[config.mk]
export PLATFORM = sky130hd
export DESIGN_NAME = pbm_upscale_to_printer_raster
export DESIGN_NICKNAME = d
export VERILOG_FILES = /design/src/hdl/pbmup_pkg.sv /design/src/hdl/pbm_upscale_to_printer_raster.sv
export SDC_FILE = /design/constraint.sdc
export NUM_CORES = 1
export LEC_CHECK = 0
export ABC_AREA = 0
export BUFFER_PORTS_ARGS = -buffer_cell sky130_fd_sc_hd__clkbuf_2
export CORE_MARGIN = 1
export CORE_UTILIZATION = 60
export CTS_BUF_LIST = sky130_fd_sc_hd__clkbuf_16
export DETAILED_ROUTE_END_ITERATION = 16
export PLACE_DENSITY = 0.76
export SYNTH_ARGS = -nofsm -noshare
export SYNTH_HDL_FRONTEND = slang
export SYNTH_SLANG_ARGS = --single-unit
[constraint.sdc]
create_clock -name clk -period 18.6 [get_ports clk]
set_input_delay 0.93 -clock clk [delete_from_list [all_inputs] [get_ports clk]]
set_output_delay 0.93 -clock clk [all_outputs]
set_load 0.02 [all_outputs]
[src/hdl/pbmup_pkg.sv]
// ----------------------------------------------------------------------------
// pbmup_pkg
// shared types, codes and command tables for the pbm upscale block
// ----------------------------------------------------------------------------
package pbmup_pkg;

	localparam int MAX_IN_WIDTH  = 256;
	localparam int MAX_IN_HEIGHT = 49151;
	localparam int LINE_BYTES    = 43;
	localparam int LBUF_AW       = $clog2(LINE_BYTES);

	// ascii codes
	localparam logic [7:0] CH_P     = 8'h50;
	localparam logic [7:0] CH_4     = 8'h34;
	localparam logic [7:0] CH_ZERO  = 8'h30;
	localparam logic [7:0] CH_NINE  = 8'h39;
	localparam logic [7:0] CH_SPACE = 8'h20;
	localparam logic [7:0] CH_LF    = 8'h0A;
	localparam logic [7:0] CH_CR    = 8'h0D;
	localparam logic [7:0] CH_TAB   = 8'h09;

	localparam int HDR_LEN  = 13;
	localparam int TAIL_LEN = 7;

	typedef enum logic [1:0] {
		ERR_NONE   = 2'd0,
		ERR_SYNTAX = 2'd1,
		ERR_SIZE   = 2'd2,
		ERR_TRUNC  = 2'd3
	} err_t;

	typedef enum logic [3:0] {
		PH_MAGIC1, PH_MAGIC2, PH_WS1, PH_WIDTH, PH_WS2, PH_HEIGHT,
		PH_DATA, PH_DONE, PH_ERROR
	} phase_t;

	typedef enum logic [3:0] {
		ST_IDLE, ST_CALC, ST_CHECK, ST_HDR, ST_BIT, ST_FLUSH,
		ST_RD, ST_RDW, ST_TAIL, ST_LASTCHK, ST_FIN
	} state_t;

	typedef struct packed {
		logic [7:0] file_byte;
		logic       first_of_file;
		logic       last_of_file;
	} pbm_t;

	typedef struct packed {
		logic [7:0] out_byte;
		err_t       error_code;
		logic       end_of_job;
		logic       last_of_run;
	} prn_t;

	function automatic logic is_ws(input logic [7:0] b);
		return b == CH_SPACE || b == CH_LF || b == CH_CR || b == CH_TAB;
	endfunction

	function automatic logic is_digit(input logic [7:0] b);
		return b >= CH_ZERO && b <= CH_NINE;
	endfunction

	// init, center, raster command and its size words
	function automatic logic [7:0] hdr_byte(input logic [5:0] idx, input logic [7:0] sbpr,
		input logic [15:0] sh);
		logic [7:0] r;
		unique case (idx)
			6'd0:    r = 8'h1B;
			6'd1:    r = 8'h40;
			6'd2:    r = 8'h1B;
			6'd3:    r = 8'h61;
			6'd4:    r = 8'h01;
			6'd5:    r = 8'h1D;
			6'd6:    r = 8'h76;
			6'd7:    r = 8'h30;
			6'd8:    r = 8'h00;
			6'd9:    r = sbpr;
			6'd10:   r = 8'h00;
			6'd11:   r = sh[7:0];
			6'd12:   r = sh[15:8];
			default: r = 8'h00;
		endcase
		return r;
	endfunction

	// feed three lines, then cut
	function automatic logic [7:0] tail_byte(input logic [5:0] idx);
		logic [7:0] r;
		unique case (idx)
			6'd0:    r = 8'h1B;
			6'd1:    r = 8'h64;
			6'd2:    r = 8'h03;
			6'd3:    r = 8'h1D;
			6'd4:    r = 8'h56;
			6'd5:    r = 8'h41;
			default: r = 8'h00;
		endcase
		return r;
	endfunction

endpackage

[src/hdl/pbm_upscale_to_printer_raster.sv]
// ----------------------------------------------------------------------------
// pbm_upscale_to_printer_raster
// parses a binary pbm file and streams a 4/3 upscaled printer raster job
// ----------------------------------------------------------------------------
//
//  channel | dir | handshake            | payload
//  --------+-----+----------------------+-------------------------------
//  pbm     | in  | pbm_valid/pbm_stall  | pbm_req   (one file byte)
//  prn     | out | prn_valid/prn_stall  | prn_data  (one printer byte)
//
//  a request: taken in idle, its work, then a last check and a finish state;
//  a header end adds size math and thirteen command bytes, a raster byte packs
//  its output bits one by one, a row end adds a flush, a replay reads each
//  byte from the line buffer, and a tail sends seven bytes
//  reset clears all control state; the line buffer is not cleared
//  prn_stall holds the sequencer once output and hold are full; pbm_stall: busy
//
module pbm_upscale_to_printer_raster (
	input  logic               clk,
	input  logic               arst_n,
	input  logic               pbm_valid,
	output logic               pbm_stall,
	input  pbmup_pkg::pbm_t    pbm_req,
	output logic               prn_valid,
	input  logic               prn_stall,
	output pbmup_pkg::prn_t    prn_data
);

	// sequencer and parse state
	pbmup_pkg::state_t state_q, state_d;
	pbmup_pkg::phase_t phase_q;

	// header values
	logic [15:0] acc_q;
	logic [8:0]  w_q;
	logic [15:0] h_q;
	logic [7:0]  sbpr_q;
	logic [15:0] sh_q;

	// raster position
	logic [5:0]  col_q;
	logic [15:0] rc_q;
	logic [1:0]  rowph_q;
	logic [1:0]  pix_q;
	logic        dup_q;
	logic [7:0]  pend_q;
	logic [2:0]  pcnt_q;
	logic [5:0]  ocol_q;
	logic        row_done_q;

	// current request
	logic [7:0]  byte_q;
	logic        last_q;
	logic [3:0]  nb_q;
	logic [5:0]  cnt_q;

	// hold stage and output register
	pbmup_pkg::prn_t hold_q, prn_q;
	logic            hold_v_q, prn_v_q;

	// line buffer
	logic [7:0]                    lbuf_mem [pbmup_pkg::LINE_BYTES];
	logic [7:0]                    rd_q;
	logic                          mem_we, rd_en;
	logic [pbmup_pkg::LBUF_AW-1:0] mem_wa;

	// combinational helpers
	logic              accept, out_free, ok;
	logic              push_en;
	pbmup_pkg::prn_t   push_res;
	pbmup_pkg::phase_t eff_phase;
	logic [15:0]       eff_acc;
	logic              pfail, b_ws, b_dig;
	logic [7:0]        b;
	logic [19:0]       acc_mul;
	logic [15:0]       acc_sat;
	logic [20:0]       w_prod;
	logic [9:0]        w_q3;
	logic [7:0]        sbpr_d;
	logic [35:0]       h_prod;
	logic              size_bad;
	logic              cur_bit;
	logic [7:0]        newbits;
	logic [8:0]        rem;
	logic [5:0]        in_bpr;
	logic              row_done_d;
	logic              need_trunc;
	logic              wr_ok;

	assign b        = pbm_req.file_byte;
	assign accept   = (state_q == pbmup_pkg::ST_IDLE) && pbm_valid;
	assign out_free = !prn_v_q || !prn_stall;
	assign ok       = !hold_v_q || out_free;

	assign eff_phase = pbm_req.first_of_file ? pbmup_pkg::PH_MAGIC1 : phase_q;
	assign eff_acc   = pbm_req.first_of_file ? 16'd0 : acc_q;
	assign b_ws      = pbmup_pkg::is_ws(b);
	assign b_dig     = pbmup_pkg::is_digit(b);

	// decimal accumulate, saturating at 16 bits
	assign acc_mul = eff_acc * 20'd10 + {12'd0, b - pbmup_pkg::CH_ZERO};
	assign acc_sat = (acc_mul > 20'd65535) ? 16'hFFFF : acc_mul[15:0];

	always_comb begin
		unique case (eff_phase)
			pbmup_pkg::PH_MAGIC1: pfail = (b != pbmup_pkg::CH_P);
			pbmup_pkg::PH_MAGIC2: pfail = (b != pbmup_pkg::CH_4);
			pbmup_pkg::PH_WS1, pbmup_pkg::PH_WS2,
			pbmup_pkg::PH_WIDTH, pbmup_pkg::PH_HEIGHT: pfail = !b_dig && !b_ws;
			default: pfail = 1'b0;
		endcase
	end

	// scaled sizes: x/3 as multiply by reciprocal, exact over the value range
	assign w_prod = {w_q, 2'b00} * 21'd683;
	assign w_q3   = w_prod[20:11];
	assign sbpr_d = 8'((w_q3 + 10'd7) >> 3);
	assign h_prod = {18'd0, h_q, 2'b00} * 36'd174763;

	assign size_bad = (w_q == 9'd0) || (w_q > 9'(pbmup_pkg::MAX_IN_WIDTH)) || (h_q == 16'd0)
		|| (h_q > 16'(pbmup_pkg::MAX_IN_HEIGHT)) || (sbpr_q > 8'(pbmup_pkg::LINE_BYTES));

	// bit packing
	assign cur_bit = byte_q[3'd7 - cnt_q[2:0]];
	assign newbits = pend_q | (cur_bit ? (8'h80 >> pcnt_q) : 8'h00);
	assign rem     = w_q - {col_q[5:0], 3'b000};
	assign in_bpr  = 6'((w_q + 9'd7) >> 3);
	assign row_done_d = (rc_q + 16'd1) >= h_q;
	assign need_trunc = last_q && phase_q != pbmup_pkg::PH_DONE
		&& phase_q != pbmup_pkg::PH_ERROR;
	assign wr_ok = (rowph_q == 2'd2) && (ocol_q < 6'(pbmup_pkg::LINE_BYTES));

	// next state
	always_comb begin
		state_d = state_q;
		unique case (state_q)
			pbmup_pkg::ST_IDLE: begin
				if (pbm_valid) begin
					if (pfail)
						state_d = pbmup_pkg::ST_FIN;
					else if (eff_phase == pbmup_pkg::PH_HEIGHT && b_ws)
						state_d = pbmup_pkg::ST_CALC;
					else if (eff_phase == pbmup_pkg::PH_DATA)
						state_d = pbmup_pkg::ST_BIT;
					else
						state_d = pbmup_pkg::ST_LASTCHK;
				end
			end
			pbmup_pkg::ST_CALC: state_d = pbmup_pkg::ST_CHECK;
			pbmup_pkg::ST_CHECK: begin
				if (!size_bad)
					state_d = pbmup_pkg::ST_HDR;
				else if (ok)
					state_d = pbmup_pkg::ST_FIN;
			end
			pbmup_pkg::ST_HDR: begin
				if (ok && cnt_q == 6'(pbmup_pkg::HDR_LEN - 1))
					state_d = pbmup_pkg::ST_LASTCHK;
			end
			pbmup_pkg::ST_BIT: begin
				if (cnt_q == {2'd0, nb_q})
					state_d = (col_q + 6'd1 < in_bpr) ? pbmup_pkg::ST_LASTCHK
						: pbmup_pkg::ST_FLUSH;
			end
			pbmup_pkg::ST_FLUSH: begin
				if (pcnt_q == 3'd0 || ok) begin
					if (rowph_q == 2'd2)
						state_d = pbmup_pkg::ST_RD;
					else if (row_done_d)
						state_d = pbmup_pkg::ST_TAIL;
					else
						state_d = pbmup_pkg::ST_LASTCHK;
				end
			end
			pbmup_pkg::ST_RD: begin
				if ({2'd0, cnt_q} < sbpr_q)
					state_d = pbmup_pkg::ST_RDW;
				else
					state_d = row_done_q ? pbmup_pkg::ST_TAIL : pbmup_pkg::ST_LASTCHK;
			end
			pbmup_pkg::ST_RDW: if (ok) state_d = pbmup_pkg::ST_RD;
			pbmup_pkg::ST_TAIL: begin
				if (ok && cnt_q == 6'(pbmup_pkg::TAIL_LEN - 1))
					state_d = pbmup_pkg::ST_LASTCHK;
			end
			pbmup_pkg::ST_LASTCHK: if (!need_trunc || ok) state_d = pbmup_pkg::ST_FIN;
			pbmup_pkg::ST_FIN: if (!hold_v_q || out_free) state_d = pbmup_pkg::ST_IDLE;
			default: state_d = pbmup_pkg::ST_IDLE;
		endcase
	end

	// result and line buffer controls
	always_comb begin
		push_en  = 1'b0;
		push_res = '{out_byte: 8'h00, error_code: pbmup_pkg::ERR_NONE, end_of_job: 1'b0,
			last_of_run: 1'b0};
		mem_we   = 1'b0;
		rd_en    = 1'b0;
		unique case (state_q)
			pbmup_pkg::ST_IDLE: begin
				push_en = accept && pfail;
				push_res.error_code = pbmup_pkg::ERR_SYNTAX;
				push_res.end_of_job = 1'b1;
			end
			pbmup_pkg::ST_CHECK: begin
				push_en = size_bad;
				push_res.error_code = pbmup_pkg::ERR_SIZE;
				push_res.end_of_job = 1'b1;
			end
			pbmup_pkg::ST_HDR: begin
				push_en = 1'b1;
				push_res.out_byte = pbmup_pkg::hdr_byte(cnt_q, sbpr_q, sh_q);
			end
			pbmup_pkg::ST_BIT: begin
				push_en = (cnt_q != {2'd0, nb_q}) && pcnt_q == 3'd7;
				push_res.out_byte = newbits;
				mem_we = push_en && ok && wr_ok;
			end
			pbmup_pkg::ST_FLUSH: begin
				push_en = pcnt_q != 3'd0;
				push_res.out_byte = pend_q;
				mem_we = push_en && ok && wr_ok;
			end
			pbmup_pkg::ST_RD: rd_en = {2'd0, cnt_q} < sbpr_q;
			pbmup_pkg::ST_RDW: begin
				push_en = 1'b1;
				push_res.out_byte = rd_q;
			end
			pbmup_pkg::ST_TAIL: begin
				push_en = 1'b1;
				push_res.out_byte = pbmup_pkg::tail_byte(cnt_q);
				push_res.end_of_job = cnt_q == 6'(pbmup_pkg::TAIL_LEN - 1);
			end
			pbmup_pkg::ST_LASTCHK: begin
				push_en = need_trunc;
				push_res.error_code = pbmup_pkg::ERR_TRUNC;
				push_res.end_of_job = 1'b1;
			end
			default: ;
		endcase
	end

	assign mem_wa = ocol_q[pbmup_pkg::LBUF_AW-1:0];

	// line buffer, one write and one registered read port
	always_ff @(posedge clk) begin
		if (mem_we)
			lbuf_mem[mem_wa] <= newbits & {8{state_q == pbmup_pkg::ST_BIT}}
				| pend_q & {8{state_q == pbmup_pkg::ST_FLUSH}};
		if (rd_en)
			rd_q <= lbuf_mem[cnt_q[pbmup_pkg::LBUF_AW-1:0]];
	end

	// result path: the newest result waits in hold until the next or the run end
	always_ff @(posedge clk or negedge arst_n) begin
		if (!arst_n) begin
			hold_v_q <= 1'b0;
			prn_v_q  <= 1'b0;
		end else begin
			if (push_en && ok) begin
				hold_v_q <= 1'b1;
				if (hold_v_q) prn_v_q <= 1'b1;
				else if (out_free) prn_v_q <= 1'b0;
			end else if (state_q == pbmup_pkg::ST_FIN && hold_v_q && out_free) begin
				hold_v_q <= 1'b0;
				prn_v_q  <= 1'b1;
			end else if (out_free) begin
				prn_v_q <= 1'b0;
			end
		end
	end

	always_ff @(posedge clk) begin
		if (push_en && ok) begin
			hold_q <= push_res;
			if (hold_v_q) prn_q <= hold_q;
		end else if (state_q == pbmup_pkg::ST_FIN && hold_v_q && out_free) begin
			prn_q <= '{out_byte: hold_q.out_byte, error_code: hold_q.error_code,
				end_of_job: hold_q.end_of_job, last_of_run: 1'b1};
		end
	end

	// sequencer and job state
	always_ff @(posedge clk or negedge arst_n) begin
		if (!arst_n) begin
			state_q    <= pbmup_pkg::ST_IDLE;
			phase_q    <= pbmup_pkg::PH_MAGIC1;
			acc_q      <= '0;
			w_q        <= '0;
			h_q        <= '0;
			sbpr_q     <= '0;
			sh_q       <= '0;
			col_q      <= '0;
			rc_q       <= '0;
			rowph_q    <= '0;
			pix_q      <= '0;
			dup_q      <= 1'b0;
			pend_q     <= '0;
			pcnt_q     <= '0;
			ocol_q     <= '0;
			row_done_q <= 1'b0;
			byte_q     <= '0;
			last_q     <= 1'b0;
			nb_q       <= '0;
			cnt_q      <= '0;
		end else begin
			state_q <= state_d;
			unique case (state_q)
				pbmup_pkg::ST_IDLE: begin
					if (pbm_valid) begin
						byte_q <= b;
						last_q <= pbm_req.last_of_file;
						cnt_q  <= '0;
						nb_q   <= (rem > 9'd8) ? 4'd8 : rem[3:0];
						// restart drops any job in progress, the phase follows below
						if (pbm_req.first_of_file) begin
							acc_q   <= '0;
							w_q     <= '0;
							h_q     <= '0;
							col_q   <= '0;
							rc_q    <= '0;
							rowph_q <= '0;
							pix_q   <= '0;
							dup_q   <= 1'b0;
							pend_q  <= '0;
							pcnt_q  <= '0;
							ocol_q  <= '0;
						end
						if (pfail) begin
							phase_q <= pbmup_pkg::PH_ERROR;
						end else begin
							unique case (eff_phase)
								pbmup_pkg::PH_MAGIC1: phase_q <= pbmup_pkg::PH_MAGIC2;
								pbmup_pkg::PH_MAGIC2: phase_q <= pbmup_pkg::PH_WS1;
								pbmup_pkg::PH_WS1, pbmup_pkg::PH_WS2: begin
									if (b_dig) begin
										acc_q   <= {8'd0, b - pbmup_pkg::CH_ZERO};
										phase_q <= (eff_phase == pbmup_pkg::PH_WS1)
											? pbmup_pkg::PH_WIDTH : pbmup_pkg::PH_HEIGHT;
									end
								end
								pbmup_pkg::PH_WIDTH: begin
									if (b_dig) begin
										acc_q <= acc_sat;
									end else begin
										w_q     <= (eff_acc > 16'd511) ? 9'd511 : eff_acc[8:0];
										acc_q   <= '0;
										phase_q <= pbmup_pkg::PH_WS2;
									end
								end
								pbmup_pkg::PH_HEIGHT: begin
									if (b_dig) begin
										acc_q <= acc_sat;
									end else begin
										h_q   <= eff_acc;
										acc_q <= '0;
									end
								end
								default: ;
							endcase
						end
					end
				end
				pbmup_pkg::ST_CALC: begin
					sbpr_q <= sbpr_d;
					sh_q   <= h_prod[34:19];
				end
				pbmup_pkg::ST_CHECK: begin
					if (size_bad) begin
						if (ok) phase_q <= pbmup_pkg::PH_ERROR;
					end else begin
						phase_q <= pbmup_pkg::PH_DATA;
						cnt_q   <= '0;
						col_q   <= '0;
						rc_q    <= '0;
						rowph_q <= '0;
						pix_q   <= '0;
						dup_q   <= 1'b0;
						pend_q  <= '0;
						pcnt_q  <= '0;
						ocol_q  <= '0;
					end
				end
				pbmup_pkg::ST_HDR: if (ok) cnt_q <= cnt_q + 6'd1;
				pbmup_pkg::ST_BIT: begin
					if (cnt_q == {2'd0, nb_q}) begin
						col_q <= col_q + 6'd1;
						cnt_q <= '0;
					end else if (pcnt_q != 3'd7 || ok) begin
						if (pcnt_q == 3'd7) begin
							pend_q <= '0;
							pcnt_q <= '0;
							if (ocol_q != 6'd63) ocol_q <= ocol_q + 6'd1;
						end else begin
							pend_q <= newbits;
							pcnt_q <= pcnt_q + 3'd1;
						end
						// every third pixel goes out twice
						if (dup_q) begin
							dup_q <= 1'b0;
							pix_q <= '0;
							cnt_q <= cnt_q + 6'd1;
						end else if (pix_q == 2'd2) begin
							dup_q <= 1'b1;
						end else begin
							pix_q <= pix_q + 2'd1;
							cnt_q <= cnt_q + 6'd1;
						end
					end
				end
				pbmup_pkg::ST_FLUSH: begin
					if (pcnt_q == 3'd0 || ok) begin
						pend_q     <= '0;
						pcnt_q     <= '0;
						pix_q      <= '0;
						col_q      <= '0;
						ocol_q     <= '0;
						cnt_q      <= '0;
						rowph_q    <= (rowph_q == 2'd2) ? 2'd0 : rowph_q + 2'd1;
						rc_q       <= rc_q + 16'd1;
						row_done_q <= row_done_d;
					end
				end
				pbmup_pkg::ST_RD: if ({2'd0, cnt_q} >= sbpr_q) cnt_q <= '0;
				pbmup_pkg::ST_RDW: if (ok) cnt_q <= cnt_q + 6'd1;
				pbmup_pkg::ST_TAIL: begin
					if (ok) begin
						cnt_q <= cnt_q + 6'd1;
						if (cnt_q == 6'(pbmup_pkg::TAIL_LEN - 1)) phase_q <= pbmup_pkg::PH_DONE;
					end
				end
				pbmup_pkg::ST_LASTCHK: if (need_trunc && ok) phase_q <= pbmup_pkg::PH_ERROR;
				default: ;
			endcase
		end
	end

	assign pbm_stall = state_q != pbmup_pkg::ST_IDLE;
	assign prn_valid = prn_v_q;
	assign prn_data  = prn_q;

`ifndef SYNTHESIS
	a_idle_hold_empty: assert property (@(posedge clk) disable iff (!arst_n)
		!pbm_stall |-> !hold_v_q) else $error("request taken with result in hold");
	a_wr_in_range: assert property (@(posedge clk) disable iff (!arst_n)
		mem_we |-> ocol_q < 6'(pbmup_pkg::LINE_BYTES)) else $error("line write out of range");
	a_rd_in_range: assert property (@(posedge clk) disable iff (!arst_n)
		rd_en |-> cnt_q < 6'(pbmup_pkg::LINE_BYTES)) else $error("line read out of range");
	a_err_ends_job: assert property (@(posedge clk) disable iff (!arst_n)
		prn_valid && prn_data.error_code != pbmup_pkg::ERR_NONE |-> prn_data.end_of_job)
		else $error("error result without end of job");
`endif

endmodule

After elaboration in Yosys (flattened, before gate mapping):

Memory sizes are Yosys's and may differ from the RTL's. A register that Yosys moved wholly into a read port is not among the register bits.
Index checks and enable logic that the tools add are counted.

* bitwise operators: 4
* multipliers: 3
* equality and inequality tests: 68
* reduce and logical (&&, ||, !) cells: 69
* shifts and indexed selects: 1
* mux-type cells: 131
* magnitude comparators: 14
* add/sub/neg operators: 13

Operator list (number)
* 2-to-1 mux 16 bit: 13
* 2-to-1 mux 4 bit: 27
* 2-to-1 mux 6 bit: 16
* one-hot mux 8 bit (10 select lines): 1
* 2-to-1 mux 8 bit: 8
* one-hot mux 16 bit (3 select lines): 1
* one-hot mux 6 bit (4 select lines): 2
* 2-to-1 mux 9 bit: 5
* one-hot mux 4 bit (11 select lines): 1
* one-hot mux 7 bit (6 select lines): 1
* one-hot mux 8 bit (5 select lines): 1
* 2-to-1 mux 12 bit: 3
* one-hot mux 6 bit (6 select lines): 1
* multiplier 16 x 18 -> 33 bit (second input constant): 1
* one-hot mux 16 bit (2 select lines): 1
* one-hot mux 4 bit (4 select lines): 2
* one-hot mux 8 bit (4 select lines): 1
* inequality test 2 bit (second input constant): 15
* == test 4 x 3 -> 1 bit (second input constant): 7
* AND reduction 9 bit: 3
* == test 6 x 3 -> 1 bit (second input constant): 4
* == test 8 x 4 -> 1 bit (second input constant): 3
* 2-to-1 mux 3 bit: 8
* adder 20 x 8 -> 20 bit: 1
* 77 further kinds: 177

* memories kept: 1
* flip-flop bits (word level): 161
* bits in writable memories: 344

Memories
* lbuf_mem: words 43, width 8, read ports 1, clocked after Yosys merged registers in 1, write ports 1, RTL line pbm_upscale_to_printer_raster.sv:62 `logic [7:0] lbuf_mem [pbmup_pkg::LINE_BYTES];`

Longest topological paths before layout:

* depth after elaboration: 12
* gate-level depth with buffers: 21
* depth with buffers taken out: 21

Worst setup path after synthesis:

OpenSTA, ideal clock, no wires.

* path type: register to register
* start: reg h_q[1]
* end: reg sh_q[14]
* clock period less this slack: 5.827 ns
* slack: 12.773 ns
* required time: 18.467 ns
* stages on the path, launching flop included: 19
* data arrival time: 5.694 ns
* cells stage by stage: dfrtp_1 -> ha_1 -> fa_1 -> inv_1 -> fa_1 -> inv_1 -> fa_1 -> fa_1 -> fa_1 -> ha_1 -> a21oi_1 -> o21ai_0 -> a211oi_1 -> nor3_1 -> or4_1 -> a41o_1 -> a21oi_1 -> xor2_1 -> o21ai_0

* longest elaborated chain between the ends: 1

RTL lines
* start, declared: RTL line pbm_upscale_to_printer_raster.sv:36 `logic [15:0] h_q;`
* start signal, assigned: RTL line pbm_upscale_to_printer_raster.sv:290 `h_q <= '0;`
* start signal, assigned: RTL line pbm_upscale_to_printer_raster.sv:319 `h_q <= '0;`
* start signal, assigned: RTL line pbm_upscale_to_printer_raster.sv:355 `h_q <= eff_acc;`
* multiplier 16 x 18 -> 33 bit: RTL line pbm_upscale_to_printer_raster.sv:118 `assign h_prod = {18'd0, h_q, 2'b00} * 36'd174763;`
* end signal, assigned: RTL line pbm_upscale_to_printer_raster.sv:366 `sh_q <= h_prod[34:19];`
* end, declared: RTL line pbm_upscale_to_printer_raster.sv:38 `logic [15:0] sh_q;`

Every way passes these cells.
A chain may end at the register's enable or synchronous reset.

Final worst setup path:

Same ends and word-level chain as after synthesis.

==> results.json <==
{
  "hold_viol": 0,
  "drv_slew": 0,
  "core.rowCount": 82,
  "yosys_warnings": 0,
  "p_leak_nw": 13.9,
  "start_kind": "flop",
  "synth_async_sr_flop_share_pct": 26.9,
  "worst_pin_slew_ns": 1.34,
  "hold_path.class": "input port to async pin",
  "antenna_found_initial": 3,
  "drive_gt1_share_pct": 11.2,
  "timing.hold.ws_ns": 0.354,
  "pin_count": 28,
  "crit_family": "adder cells",
  "netlist.area_leader.share_pct": 37.1,
  "p_total_mw": 4.94,
  "slowest_stage": "or4_1",
  "synth_seq_cells": 513,
  "setup_tns_ns": 0,
  "cts_sinks": 513,
  "htree_levels": 2,
  "drt_iter0_drc": 2037,
  "ys_seq_area_share_pct": 48.4,
  "rrSetupSlack_ns": 12.12,
  "synth_area_per_cell_um2": 12.2,
  "worstPathArrival_ns": 6.96,
  "insertion_delay_ns": 0.62,
  "numCtsBuffers": 53,
  "crit_type": "flop to flop",
  "fmax_mhz": 154,
  "instances_no_fill": 3206,
  "synth_adder_area_share_pct": 16.0,
  "die_area_mm2": 0.0515,
  "drc": 0,
  "grt.total_usage_pct": 29.4,
  "synth_edf_count": 375,
  "clock_path_buffers": 3,
  "syn2layout_area_growth_pct": 8.56,
  "cap_violations": 0,
  "netlist_instances": 2489,
  "start_util_pct": 60.7,
  "period_share_pct": 34.8,
  "yosysUniqueCellTypes": 90,
  "powerDensity_mw_per_mm2": 150,
  "cp_num_buf_inv": 2,
  "place_congestion": 0.920,
  "finalWirelength_um": 74100,
  "cts_resized": 0,
  "max_stage_delay_ns": 0.62,
  "die-width_um": 227,
  "clk_pin_slew_ns": 0.07,
  "relSlewSlack_pct": 7.97,
  "required_ns": 19.08,
  "post-place-cells": 3106,
  "synthMostInstantiatedCell": "edfxtp_1",
  "run_status": "completed",
  "post_cts_buffers": 0,
  "skew_ns": 0.0305,
  "grt_pass1_wl_um": 115000,
  "vias": 20400,
  "worstSetupStartpoint": "h_q[1]$_DFFE_PN0P_",
  "synth_xor_area_share_pct": 2.68,
  "first_pass_iters": 5,
  "synth_top_area_cell": "edfxtp_1",
  "dp_hpwl_um": 51200,
  "core_mm2": 0.0501,
  "reg2reg_from": "h_q[1]$_DFFE_PN0P_",
  "synth-simple-area-share_pct": 9.85,
  "muxShareOfSynthArea_pct": 8.10,
  "path_cells": "ha_1, fa_1, inv_1, fa_1, inv_1, fa_1, fa_1, fa_1, ha_1, a21oi_1, o21ai_0, a211oi_1, nor3_1, or4_1, a41o_1, a21oi_1, xor2_1, o21ai_0",
  "synth_compound_area_share_pct": 10.6,
  "nets": 2832,
  "synth_fp_nets": 2832,
  "portBuffers": 27,
  "cts-root-buf": "clkbuf_16",
  "postRouteAntennaNets": 0,
  "ys_top_cells_by_count": "375 x edfxtp_1, 233 x ha_1, 227 x inv_1, 177 x nor2_1, 167 x nand2_1",
  "crit_path_end_kind": "flop",
  "grt_max_degree": 90,
  "synth_top_family_by_area": "adder cells",
  "cts_tree": "built",
  "grt_pass1_vias": 20500,
  "rsz0062_at_grt": "no",
  "overflow": 0,
  "postCtsHoldBufs": 0,
  "die-height_um": 227,
  "crit_path_frequent_cell": "fa_1",
  "synth_ff_type": "edfxtp_1",
  "setup_viol": 0,
  "via_per_inst": 6.36,
  "netlist_area_mm2": 0.0304,
  "wire_per_inst_um": 23.1,
  "min_period_ns": 6.48,
  "synthTopCellsByArea": "edfxtp_1 37%, dfrtp_1 11%, ha_1 9.6%",
  "peakVddDrop_v": 0.000215,
  "cp_max_fo": 6
}
where the power goes:
group / internal [mW] / leakage, nW / switching [mW]
Combinational: 0.995 / 7.24 / 1.40
Sequential: 1.31 / 5.74 / 0.114
Clock: 0.663 / 0.938 / 0.462
Total: 2.97 / 13.9 / 1.97
layer usage:
metal | wire length, µm | track usage [%]
met5 | 23 | 0
met4 | 2890 | 11.9
met3 | 5350 | 4.58
met2 | 37000 | 49.6
met1 | 28800 | 38.3
registers in the layout (all words and copies together) (netlist names), 9 cells and up:
name / count
rc_q: 16
lbuf_mem: 344
sh_q: 16
acc_q: 16
h_q: 16
prn_data: 12
w_q: 9
hold_q: 11
cells in the final DEF (no fill, tap or decap), drive strengths merged, types with 17 or more instances in the layout:
cell type and n:
and2 18, a22o 35, or3 17, and3 24, nand4 17, nand2 167, dfrtp 138, o21bai 17
nand3 47, clkinv 24, nor2b 26, xor2 33, mux4 94, a21o 19, mux2 18, inv 237
edfxtp 375, xnor2 60, ha 233, a21oi 101, nor2 178, o211ai 20, fa 96, buf 30
clkbuf 79, nor3 40, o21ai 112, a22oi 22
through the flow:
| step | util, % | instance area, µm² | setup slack (ns) |
|---|---|---|---|
| 4_1_cts | 65.9 | 33000 | 12.14 |
| 3_5_place_dp | 62.2 | 31100 | 12.12 |
| 2_1_floorplan | - | 30400 | 12.77 |
| 6_report | 65.9 | 33000 | 12.12 |
| 5_1_grt | 65.9 | 33000 | 11.71 |
| 3_3_place_gp | 62.2 | 31100 | 12.28 |
cell type report:
class                   instances  area, µm²
diodes                          1       2.50
clock buffers                  53       1330
inverters                     227        852
well taps                     672        841
fillers                      3663      17100
clock inverters                46        527
multi-input cells            1638      14400
repair buffers                 56        359
flip-flops and latches        513      14700
cell families (layout without fill, tap and decap cells):
logic type | count (synthesis) | after routing
other cells | 0 | 1
compound gates | 478 | 478
xor+xnor | 93 | 93
fa+ha+maj | 330 | 330
simple gates | 611 | 611
buf+inv | 338 | 382
mux | 126 | 126
flops | 513 | 513
final timing paths:
path                       cells after the start               endpoint
setup / recovery                              18   sh_q[14]$_DFFE_PN0P_
hold / removal                                 1    sh_q[1]$_DFFE_PN0P_
setup reg to reg                              18   sh_q[14]$_DFFE_PN0P_
hold reg to reg                                0  prn_data[3]$_DFFE_PP_
max in group asynchronous                      2     w_q[1]$_DFFE_PN0P_
min in group clk                               0  prn_data[3]$_DFFE_PP_
No activity file was read; power rests on OpenSTA's default activity.
